==> config.mk <==
export PLATFORM = sky130hd
export DESIGN_NAME = periodic_channel_tick_scheduler_flat
export DESIGN_NICKNAME = d
export VERILOG_FILES = /design/src/hw/rtl/pcts_pkg.sv /design/src/hw/rtl/pcts_if.sv /design/src/hw/rtl/pcts_ram.sv /design/src/hw/rtl/pcts_ctrl.sv /design/src/hw/rtl/pcts_dpath.sv /design/src/hw/rtl/periodic_channel_tick_scheduler.sv /design/src/flat_wrapper.sv
export SDC_FILE = /design/constraint.sdc
export NUM_CORES = 2
export LEC_CHECK = 0
export ABC_CLOCK_PERIOD_IN_PS = 7400
export BUFFER_PORTS_ARGS = -buffer_cell sky130_fd_sc_hd__buf_2
export CORE_ASPECT_RATIO = 0.5
export CORE_UTILIZATION = 50
export CTS_CLUSTER_DIAMETER = 200
export CTS_CLUSTER_SIZE = 28
export DETAILED_ROUTE_END_ITERATION = 10
export PLACE_DENSITY = 0.77
export SYNTH_ARGS = -nofsm -noshare
export SYNTH_HDL_FRONTEND = slang
export SYNTH_SLANG_ARGS = --single-unit
==> constraint.sdc <==
create_clock -name clk_i -period 7.4 [get_ports clk_i]
set_clock_uncertainty 0.1 [all_clocks]
set_input_delay 0 -clock clk_i [delete_from_list [all_inputs] [get_ports clk_i]]
set_output_delay 0 -clock clk_i [all_outputs]
set_load 0.02 [all_outputs]
==> src/hw/rtl/pcts_pkg.sv <==
package pcts_pkg;

  // fixed field widths
  localparam int unsigned ChanW = 5;
  localparam int unsigned DataW = 32;
  localparam int unsigned UsedW = 6;

  // item action codes
  typedef enum logic [1:0] {
    ACT_TICK  = 2'd0,
    ACT_ADD   = 2'd1,
    ACT_START = 2'd2,
    ACT_STOP  = 2'd3
  } act_e;

  // controller to datapath commands
  typedef struct packed {
    logic             accept;   // item taken this cycle
    logic             walk;     // process the entry at wb_idx
    logic             rd_en;    // read counter and period at rd_idx
    logic [ChanW-1:0] rd_idx;
    logic [ChanW-1:0] wb_idx;
    logic             out_load; // capture the result
  } cmd_t;

endpackage

==> src/hw/rtl/pcts_if.sv <==
// input item channel
interface pcts_in_if;
  import pcts_pkg::*;

  logic             valid;
  logic             ready;
  logic [1:0]       action;
  logic [ChanW-1:0] channel;
  logic [DataW-1:0] phase;
  logic [DataW-1:0] period;
  logic             start_now;

  modport source (
    output valid, action, channel, phase, period, start_now,
    input  ready
  );
  modport sink (
    input  valid, action, channel, phase, period, start_now,
    output ready
  );
endinterface

// result item channel
interface pcts_out_if;
  import pcts_pkg::*;

  logic             valid;
  logic             ready;
  logic [DataW-1:0] fired_mask;
  logic [DataW-1:0] done_flags;
  logic [ChanW-1:0] assigned_channel;
  logic             table_full;

  modport source (
    output valid, fired_mask, done_flags, assigned_channel, table_full,
    input  ready
  );
  modport sink (
    input  valid, fired_mask, done_flags, assigned_channel, table_full,
    output ready
  );
endinterface

==> src/hw/rtl/pcts_ram.sv <==
module pcts_ram #(
  parameter int unsigned WIDTH = 32,
  parameter int unsigned DEPTH = 32
) (
  input  logic                                      clk_i,
  input  logic                                      we_i,
  input  logic [((DEPTH > 1) ? $clog2(DEPTH) : 1)-1:0] waddr_i,
  input  logic [WIDTH-1:0]                          wdata_i,
  input  logic                                      re_i,
  input  logic [((DEPTH > 1) ? $clog2(DEPTH) : 1)-1:0] raddr_i,
  output logic [WIDTH-1:0]                          rdata_o
);

  logic [WIDTH-1:0] mem_q [DEPTH];
  logic [WIDTH-1:0] rdata_q;

  // one write port, one registered read port
  always_ff @(posedge clk_i) begin
    if (we_i) begin
      mem_q[waddr_i] <= wdata_i;
    end
    if (re_i) begin
      rdata_q <= mem_q[raddr_i];
    end
  end

  assign rdata_o = rdata_q;

endmodule

==> src/hw/rtl/pcts_ctrl.sv <==
module pcts_ctrl #(
  parameter int unsigned NUM_CHANNELS = 32
) (
  input  logic           clk_i,
  input  logic           rst_ni,
  input  logic           in_valid_i,
  input  logic           in_is_tick_i,
  output logic           in_ready_o,
  output logic           out_valid_o,
  input  logic           out_ready_i,
  output pcts_pkg::cmd_t cmd_o
);
  import pcts_pkg::*;

  typedef enum logic [1:0] {
    ST_IDLE,
    ST_WALK,
    ST_FIN
  } state_e;

  localparam logic [ChanW-1:0] LastIdx = ChanW'(NUM_CHANNELS - 1);

  state_e           state_q;
  logic [ChanW-1:0] idx_q;
  logic             out_valid_q;
  logic             out_free;
  logic             accept;

  // handshake
  assign out_free   = !out_valid_q || out_ready_i;
  assign in_ready_o = (state_q == ST_IDLE) && out_free;
  assign accept     = in_valid_i && in_ready_o;

  // command decode
  always_comb begin
    cmd_o        = '0;
    cmd_o.accept = accept;
    cmd_o.wb_idx = idx_q;
    cmd_o.rd_idx = idx_q;
    unique case (state_q)
      ST_IDLE: begin
        if (accept && in_is_tick_i) begin
          cmd_o.rd_en  = 1'b1;
          cmd_o.rd_idx = '0;
        end else if (accept) begin
          cmd_o.out_load = 1'b1;
        end
      end
      ST_WALK: begin
        cmd_o.walk = 1'b1;
        if (idx_q != LastIdx) begin
          cmd_o.rd_en  = 1'b1;
          cmd_o.rd_idx = idx_q + ChanW'(1);
        end
      end
      ST_FIN: begin
        cmd_o.out_load = out_free;
      end
      default: begin
        cmd_o = '0;
      end
    endcase
  end

  // state, walk index and output valid
  always_ff @(posedge clk_i or negedge rst_ni) begin
    if (!rst_ni) begin
      state_q     <= ST_IDLE;
      idx_q       <= '0;
      out_valid_q <= 1'b0;
    end else begin
      unique case (state_q)
        ST_IDLE: begin
          if (accept && in_is_tick_i) begin
            state_q <= ST_WALK;
            idx_q   <= '0;
          end
        end
        ST_WALK: begin
          if (idx_q == LastIdx) begin
            state_q <= ST_FIN;
          end else begin
            idx_q <= idx_q + ChanW'(1);
          end
        end
        ST_FIN: begin
          if (out_free) begin
            state_q <= ST_IDLE;
          end
        end
        default: begin
          state_q <= ST_IDLE;
        end
      endcase
      if (cmd_o.out_load) begin
        out_valid_q <= 1'b1;
      end else if (out_ready_i) begin
        out_valid_q <= 1'b0;
      end
    end
  end

  assign out_valid_o = out_valid_q;

  // a new result never overwrites one that is still waiting
  a_load_free: assert property (@(posedge clk_i) disable iff (!rst_ni)
    cmd_o.out_load |-> (!out_valid_q || out_ready_i))
    else $error("result overwritten while stalled");

  // walk stays inside the table
  a_walk_range: assert property (@(posedge clk_i) disable iff (!rst_ni)
    (state_q == ST_WALK) |-> (idx_q <= LastIdx))
    else $error("walk index out of range");

  // each tick walk moves on to the finish state, which loads the result
  a_walk_end: assert property (@(posedge clk_i) disable iff (!rst_ni)
    (state_q == ST_WALK && idx_q == LastIdx) |=> (state_q == ST_FIN))
    else $error("walk did not finish");

endmodule

==> src/hw/rtl/pcts_dpath.sv <==
module pcts_dpath #(
  parameter int unsigned NUM_CHANNELS = 32
) (
  input  logic                        clk_i,
  input  logic                        rst_ni,
  input  pcts_pkg::cmd_t              cmd_i,
  input  pcts_pkg::act_e              action_i,
  input  logic [pcts_pkg::ChanW-1:0]  channel_i,
  input  logic [pcts_pkg::DataW-1:0]  phase_i,
  input  logic [pcts_pkg::DataW-1:0]  period_i,
  input  logic                        start_now_i,
  output logic [pcts_pkg::DataW-1:0]  fired_mask_o,
  output logic [pcts_pkg::DataW-1:0]  done_flags_o,
  output logic [pcts_pkg::ChanW-1:0]  assigned_channel_o,
  output logic                        table_full_o
);
  import pcts_pkg::*;

  localparam int unsigned AW = (NUM_CHANNELS > 1) ? $clog2(NUM_CHANNELS) : 1;

  logic [UsedW-1:0]        used_q;
  logic [NUM_CHANNELS-1:0] en_q, en_d;
  logic [NUM_CHANNELS-1:0] done_q, done_d;
  logic [NUM_CHANNELS-1:0] fired_q, fired_d;
  logic [NUM_CHANNELS-1:0] cnt_vld_q, cnt_vld_d;
  logic [NUM_CHANNELS-1:0] per_vld_q, per_vld_d;
  logic [DataW-1:0]        fired_out_q;
  logic [DataW-1:0]        done_out_q;
  logic [ChanW-1:0]        assigned_q;
  logic                    full_out_q;

  logic             full;
  logic             chan_ok;
  logic [AW-1:0]    slot;
  logic [AW-1:0]    cidx;
  logic [AW-1:0]    widx;
  logic             is_add;
  logic             do_add;
  logic             do_start;
  logic             do_stop;
  logic             walk_act;
  logic [DataW-1:0] cnt_rdata, per_rdata;
  logic [DataW-1:0] cur_cnt, cur_per, cnt_inc;
  logic             hit;
  logic             cnt_we;
  logic [AW-1:0]    cnt_waddr;
  logic [DataW-1:0] cnt_wdata;

  // item decode
  assign full     = used_q >= UsedW'(NUM_CHANNELS);
  assign slot     = used_q[AW-1:0];
  assign cidx     = channel_i[AW-1:0];
  assign widx     = cmd_i.wb_idx[AW-1:0];
  assign chan_ok  = {1'b0, channel_i} < UsedW'(NUM_CHANNELS);
  assign is_add   = cmd_i.accept && (action_i == ACT_ADD);
  assign do_add   = is_add && !full;
  assign do_start = cmd_i.accept && (action_i == ACT_START) && chan_ok;
  assign do_stop  = cmd_i.accept && (action_i == ACT_STOP) && chan_ok;

  // per-entry tick update; entries never written read as zero
  assign cur_cnt  = cnt_vld_q[widx] ? cnt_rdata : '0;
  assign cur_per  = per_vld_q[widx] ? per_rdata : '0;
  assign cnt_inc  = cur_cnt + DataW'(1);
  assign hit      = cnt_inc >= cur_per;
  assign walk_act = cmd_i.walk && en_q[widx];

  // counter write port: add loads the phase, walk writes back
  assign cnt_we    = do_add || walk_act;
  assign cnt_waddr = do_add ? slot : widx;
  assign cnt_wdata = do_add ? phase_i : (hit ? '0 : cnt_inc);

  pcts_ram #(
    .WIDTH (DataW),
    .DEPTH (NUM_CHANNELS)
  ) u_cnt_ram (
    .clk_i   (clk_i),
    .we_i    (cnt_we),
    .waddr_i (cnt_waddr),
    .wdata_i (cnt_wdata),
    .re_i    (cmd_i.rd_en),
    .raddr_i (cmd_i.rd_idx[AW-1:0]),
    .rdata_o (cnt_rdata)
  );

  pcts_ram #(
    .WIDTH (DataW),
    .DEPTH (NUM_CHANNELS)
  ) u_per_ram (
    .clk_i   (clk_i),
    .we_i    (do_add),
    .waddr_i (slot),
    .wdata_i (period_i),
    .re_i    (cmd_i.rd_en),
    .raddr_i (cmd_i.rd_idx[AW-1:0]),
    .rdata_o (per_rdata)
  );

  // flag vectors next state
  always_comb begin
    en_d      = en_q;
    done_d    = done_q;
    fired_d   = fired_q;
    cnt_vld_d = cnt_vld_q;
    per_vld_d = per_vld_q;
    if (cmd_i.accept) begin
      fired_d = '0;
    end
    if (walk_act) begin
      cnt_vld_d[widx] = 1'b1;
      if (hit) begin
        done_d[widx]  = 1'b1;
        fired_d[widx] = 1'b1;
      end
    end
    if (do_add) begin
      en_d[slot]      = start_now_i;
      done_d[slot]    = 1'b0;
      cnt_vld_d[slot] = 1'b1;
      per_vld_d[slot] = 1'b1;
    end
    if (do_start) begin
      en_d[cidx] = 1'b1;
    end
    if (do_stop) begin
      en_d[cidx]      = 1'b0;
      done_d[cidx]    = 1'b0;
      cnt_vld_d[cidx] = 1'b0;
    end
  end

  // channel state
  always_ff @(posedge clk_i or negedge rst_ni) begin
    if (!rst_ni) begin
      used_q    <= '0;
      en_q      <= '0;
      done_q    <= '0;
      fired_q   <= '0;
      cnt_vld_q <= '0;
      per_vld_q <= '0;
    end else begin
      en_q      <= en_d;
      done_q    <= done_d;
      fired_q   <= fired_d;
      cnt_vld_q <= cnt_vld_d;
      per_vld_q <= per_vld_d;
      if (do_add) begin
        used_q <= used_q + UsedW'(1);
      end
    end
  end

  // result register
  always_ff @(posedge clk_i) begin
    if (cmd_i.out_load) begin
      fired_out_q <= cmd_i.accept ? '0 : DataW'(fired_q);
      done_out_q  <= DataW'(done_d);
      assigned_q  <= do_add ? used_q[ChanW-1:0] : '0;
      full_out_q  <= is_add && full;
    end
  end

  assign fired_mask_o       = fired_out_q;
  assign done_flags_o       = done_out_q;
  assign assigned_channel_o = assigned_q;
  assign table_full_o       = full_out_q;

  // fill count never passes the table size
  a_used_range: assert property (@(posedge clk_i) disable iff (!rst_ni)
    used_q <= UsedW'(NUM_CHANNELS))
    else $error("fill count past table size");

  // an add never lands in the middle of a tick walk
  a_port_excl: assert property (@(posedge clk_i) disable iff (!rst_ni)
    !(do_add && cmd_i.walk))
    else $error("counter write port conflict");

endmodule

==> src/hw/rtl/periodic_channel_tick_scheduler.sv <==
// Periodic channel tick scheduler: a table of NUM_CHANNELS periodic timers.
// in_i carries one item: action (tick, add, start, stop), channel, phase,
// period and start_now. out_o returns exactly one result per item: the fire
// mask of a tick, the sticky done flags after the item, the channel given by
// an add and a table full flag for a refused add.
// Add, start and stop finish in the cycle they are accepted; the result is
// valid on the next cycle. A tick reads every channel's counter and period
// from two single-port-read RAMs, one entry per cycle, and writes each new
// counter back as the walk processes that entry; the tick's result is loaded
// once the walk has ended and out_o is free, and the next item can enter
// only after that load, so the entry walk sets the rate.
// in_i.ready is high only with no tick in progress and the result
// register free or being emptied, so the next item can be taken in the same
// cycle as the waiting result. A stalled out_o holds its result and blocks the
// next tick from finishing and new items from entering.
// Reset clears the fill count, all enable and done flags, and the valid bits
// that make unwritten counters and periods read as zero; no clearing pass.
module periodic_channel_tick_scheduler #(
  parameter int unsigned NUM_CHANNELS = 32
) (
  input  logic              clk_i,
  input  logic              rst_ni,
  pcts_in_if.sink           in_i,
  pcts_out_if.source        out_o
);
  import pcts_pkg::*;

  cmd_t cmd;
  act_e action;

  assign action = act_e'(in_i.action);

  // sequencer
  pcts_ctrl #(
    .NUM_CHANNELS (NUM_CHANNELS)
  ) u_ctrl (
    .clk_i        (clk_i),
    .rst_ni       (rst_ni),
    .in_valid_i   (in_i.valid),
    .in_is_tick_i (action == ACT_TICK),
    .in_ready_o   (in_i.ready),
    .out_valid_o  (out_o.valid),
    .out_ready_i  (out_o.ready),
    .cmd_o        (cmd)
  );

  // channel table and result register
  pcts_dpath #(
    .NUM_CHANNELS (NUM_CHANNELS)
  ) u_dpath (
    .clk_i              (clk_i),
    .rst_ni             (rst_ni),
    .cmd_i              (cmd),
    .action_i           (action),
    .channel_i          (in_i.channel),
    .phase_i            (in_i.phase),
    .period_i           (in_i.period),
    .start_now_i        (in_i.start_now),
    .fired_mask_o       (out_o.fired_mask),
    .done_flags_o       (out_o.done_flags),
    .assigned_channel_o (out_o.assigned_channel),
    .table_full_o       (out_o.table_full)
  );

endmodule
==> src/flat_wrapper.sv <==
// flat-port wrapper written by rule: the top's interface ports become plain ports
module periodic_channel_tick_scheduler_flat import pcts_pkg::*;
#(
  parameter int unsigned NUM_CHANNELS = 32
)
  (clk_i, rst_ni, in_i_valid, in_i_action, in_i_channel, in_i_phase, in_i_period, in_i_start_now, in_i_ready, out_o_valid, out_o_fired_mask, out_o_done_flags, out_o_assigned_channel, out_o_table_full, out_o_ready);
  pcts_in_if in_i_i ();
  pcts_out_if out_o_i ();
  input  logic clk_i;
  input  logic rst_ni;
  input wire logic [$bits(in_i_i.valid)-1:0] in_i_valid;
  input wire logic [$bits(in_i_i.action)-1:0] in_i_action;
  input wire logic [$bits(in_i_i.channel)-1:0] in_i_channel;
  input wire logic [$bits(in_i_i.phase)-1:0] in_i_phase;
  input wire logic [$bits(in_i_i.period)-1:0] in_i_period;
  input wire logic [$bits(in_i_i.start_now)-1:0] in_i_start_now;
  output wire logic [$bits(in_i_i.ready)-1:0] in_i_ready;
  output wire logic [$bits(out_o_i.valid)-1:0] out_o_valid;
  output wire logic [$bits(out_o_i.fired_mask)-1:0] out_o_fired_mask;
  output wire logic [$bits(out_o_i.done_flags)-1:0] out_o_done_flags;
  output wire logic [$bits(out_o_i.assigned_channel)-1:0] out_o_assigned_channel;
  output wire logic [$bits(out_o_i.table_full)-1:0] out_o_table_full;
  input wire logic [$bits(out_o_i.ready)-1:0] out_o_ready;
  assign in_i_i.valid = in_i_valid;
  assign in_i_i.action = in_i_action;
  assign in_i_i.channel = in_i_channel;
  assign in_i_i.phase = in_i_phase;
  assign in_i_i.period = in_i_period;
  assign in_i_i.start_now = in_i_start_now;
  assign in_i_ready = in_i_i.ready;
  assign out_o_valid = out_o_i.valid;
  assign out_o_fired_mask = out_o_i.fired_mask;
  assign out_o_done_flags = out_o_i.done_flags;
  assign out_o_assigned_channel = out_o_i.assigned_channel;
  assign out_o_table_full = out_o_i.table_full;
  assign out_o_i.ready = out_o_ready;
  periodic_channel_tick_scheduler #(.NUM_CHANNELS(NUM_CHANNELS)) u_core (.clk_i(clk_i), .rst_ni(rst_ni), .in_i(in_i_i), .out_o(out_o_i));
endmodule
==> metrics.txt <==
internal power 0.0268 W; FMAX 140 MHz; Pleak 34.3 nW; RSZ-0062 raised after global routing false; slowest stage delay, CP 0.72 ns; global-route wire length before repair 410,000 µm; Async SR Flop Fraction 0.0739; r2r worst-path depth 22; Final period util 0.964; largest area contributor in the netlist edfxtp_1; EDFF count, synth 2,182; Max-Cap Viols 0; Max VDD drop 0.000552 V; critical path fanouts, max 32; die width 616 µm; PnR worst setup slack 0.267 ns; sequential area share after synthesis 0.741; initial antenna violation count 12; Hold Fails Final Rpt 0; via count 63,600; RR Startpoint u_core.u_ctrl.state_q[1]; largest net degree at the start of global routing 181; critical path class register to register; Hold WC Path Type primary input to register; Yosys reg bits 2,356; Initial Util 0.505; hold depth 4; switching power 0.0218 W; worst rel slew slack 0.0570; DRT iter0 DRCs 11,200; CP Capture Type register; core box area 0.187 mm²; sequential share of power 0.391; final WL 290,000 µm; overall routing resource usage 0.296; worst skew pair latency 0.80 ns; NumNets Final 7,059; Finish-stage setup viols 0; status finished, final reports clean; CP max stage cell a221o_1; Unique masters post-synth 72; # port buffers 147; # Post-CTS Setup Buffers 0; placer congestion estimate 0.954; Mapped Area 0.0943 mm²; hold_ws 0.0946 ns; reg-to-reg endpoint u_core.u_dpath.u_cnt_ram.mem_q[8][2]; io pins 148; number of fill cells 14,600; Synthesis Warnings 0; HPWL Detailed 157,000 µm; Tmin final 7.13 ns; WHS Endpoint u_core.u_ctrl.out_valid_o; Yosys top cell area share 0.695; number of buffers created by CTS 94; Die Area 0.191 mm²; most frequent cell after synthesis edfxtp_1; largest cells by area after synthesis edfxtp_1, nand2_1, dfrtp_1; CP delay by family, top simple AND/OR/NAND/NOR gates; pwr dens 474 mW/mm²; R2R setup slack 0.27 ns; syn_nets 7,013; drt pass-1 iters 6; Slew @ Worst Pin 1.40 ns; Top FF cell, synth edfxtp_1; Overflow after GRT 0; Comb pwr share 0.480; CP cell instances a2bb2oi_2 -> or2_2 -> o2111ai_1 -> a211oi_1 -> a2111oi_4 -> nor2b_1 -> ha_1 -> nand2_1 -> nor4_4 -> and4_1 -> nand4_1 -> or3_1 -> a21oi_1 -> ha_1 -> nand4_1 -> nor3_1 -> o2111ai_1 -> a211oi_1 -> buf_4 -> nor2_2 -> and3_1 -> a221o_1; wire per inst 30.6 µm; worst slack at placement -0.253 ns; HP Start out_o_ready; Net Sw Frac 0.448; clk root buf clkbuf_16; antenna viol nets, final 0; crit path DAT 7.41 ns; num rows 112; CP required 7.67 ns; DRC Markers 0; clock group share of total power 0.129; TritonCTS clock tree yes; Commonest cells post-synth edfxtp_1, nand2_1, a21oi_1, clkbuf_1, nor2_1; Buf/Inv on CP 1; Setup crit start kind register; clk slew on worst S/H paths 0.12 ns; Syn-to-layout area delta 8.57%; count of pins over their slew limit 0; Chip Height 309 µm; # H-tree levels 3; Max Root-Sink Buffers 3; Post-Syn Area per Cell 13.7 µm²; layout cells sized above 1 0.0907; vias per cell 6.71; Post-Syn Instances 6,897; vias in the first global route 59,400; Sink Count 2,356
## state kept, by name, summed over array words and instances (netlist names)
register,cells
u_core.u_dpath.u_per_ram.rdata_o,32
u_core.u_dpath.used_q,6
u_core.u_ctrl.state_q,2
u_core.u_dpath.per_vld_q,32
u_core.u_dpath.en_q,32
u_core.u_dpath.assigned_channel_o,5
u_core.u_dpath.cnt_vld_q,32
u_core.u_ctrl.idx_q,5
u_core.u_dpath.u_per_ram.mem_q,1024
u_core.u_dpath.fired_q,32
u_core.u_dpath.u_cnt_ram.rdata_o,32
u_core.u_dpath.done_flags_o,32
u_core.u_dpath.done_q,32
u_core.u_ctrl.out_valid_o,1
u_core.u_dpath.u_cnt_ram.mem_q,1024
u_core.u_dpath.fired_mask_o,32
u_core.u_dpath.table_full_o,1
## tightest hold or removal path, stage by stage
cell and delay [ns]:
dlygate4sd3_1 0.53, buf_2 0.13, nand2b_1 0.17, o21ai_0 0.11
## logic make-up after synthesis
logic type / after synthesis / share of synthesized area
compound gates: 1531 / 0.111
fa+ha+maj: 40 / 0.00531
mux: 123 / 0.0137
xor+xnor: 28 / 0.00260
simple gates: 2314 / 0.106
buf+inv: 505 / 0.0211
flops: 2356 / 0.741
## worst max-delay path by stage
stage	from	end	slack, ns	cells past startpoint
floorplan	u_core.u_ctrl.idx_q[2]	u_core.u_dpath.u_cnt_ram.mem_q[0][0]	0.03	25
global placement	u_core.u_ctrl.state_q[1]	u_core.u_dpath.u_cnt_ram.mem_q[14][1]	-0.03	23
detailed placement	u_core.u_ctrl.state_q[1]	u_core.u_dpath.u_cnt_ram.mem_q[18][13]	-0.25	21
CTS	u_core.u_ctrl.state_q[1]	u_core.u_dpath.u_cnt_ram.mem_q[11][1]	0.03	23
global route	u_core.u_ctrl.state_q[1]	u_core.u_dpath.u_cnt_ram.mem_q[3][31]	0.09	23
finish	u_core.u_ctrl.state_q[1]	u_core.u_dpath.u_cnt_ram.mem_q[8][2]	0.27	22
## per-stage QoR
stage	area (µm²)	power [W]	setup TNS (ns)	util	instances
after global routing	102000	0.0500	0	0.548	9474
after detailed placement	98900	0.0416	-176.91	0.529	9268
final	102000	0.0486	0	0.548	9475
after global placement	98900	0.0410	-0.822	0.529	9268
after floorplan	94300	0.0326	0	-	6897
after CTS	102000	0.0477	0	0.547	9459
## routing by layer
metal	global-route usage	vias up	routed length, µm
met5	0	-	128
met4	0.144	16	16400
met3	0.0771	974	40500
met2	0.460	5046	130000
met1	0.392	31400	103000
li1	-	26200	-
## layout by cell type (no fill, tap or decap), drive strengths merged, types with 21 or more instances in the layout
cell	instances
or2	48
a211oi	207
o32ai	66
o21ai	42
o41ai	66
nand3	31
a221oi	65
nand2	1386
dfrtp	174
a31oi	69
clkbuf	114
and3	197
o22ai	94
a2111oi	65
ha	40
a21o	21
dlygate4sd3	86
a311oi	128
mux2i	117
nor4	79
edfxtp	2182
a22o	43
nor3	92
nor2	361
buf	350
and2	43
a21oi	568
## area by class of cell
cell class,instances,area (µm²),area share
timing repair buffer,436,3560,0.0348
clock inverter,5,80.1,0.000782
multi-input combinational,4036,23200,0.227
inverter,19,73.8,0.000721
tap,2508,3140,0.0306
antenna,1,2.50,0.0000244
sequential,2356,69900,0.682
clock buffer,114,2450,0.0239
## repair_timing
action,CTS,global route
endpoints found under the setup margin,1024,1032
resized for setup,11,24
hold buffers,72,15
endpoints found under the hold margin,1696,480
## power by group through the flow
| stage | sequential [W] | combinational [W] | clock [W] |
|---|---|---|---|
| after floorplan | 0.0190 | 0.0136 | 0 |
| after global placement | 0.0193 | 0.0217 | 0 |
| after detailed placement | 0.0193 | 0.0223 | 0 |
| after global routing | 0.0190 | 0.0243 | 0.00666 |
| after CTS | 0.0190 | 0.0225 | 0.00623 |
| final | 0.0190 | 0.0233 | 0.00627 |
No activity file was read; power rests on OpenSTA's default activity.
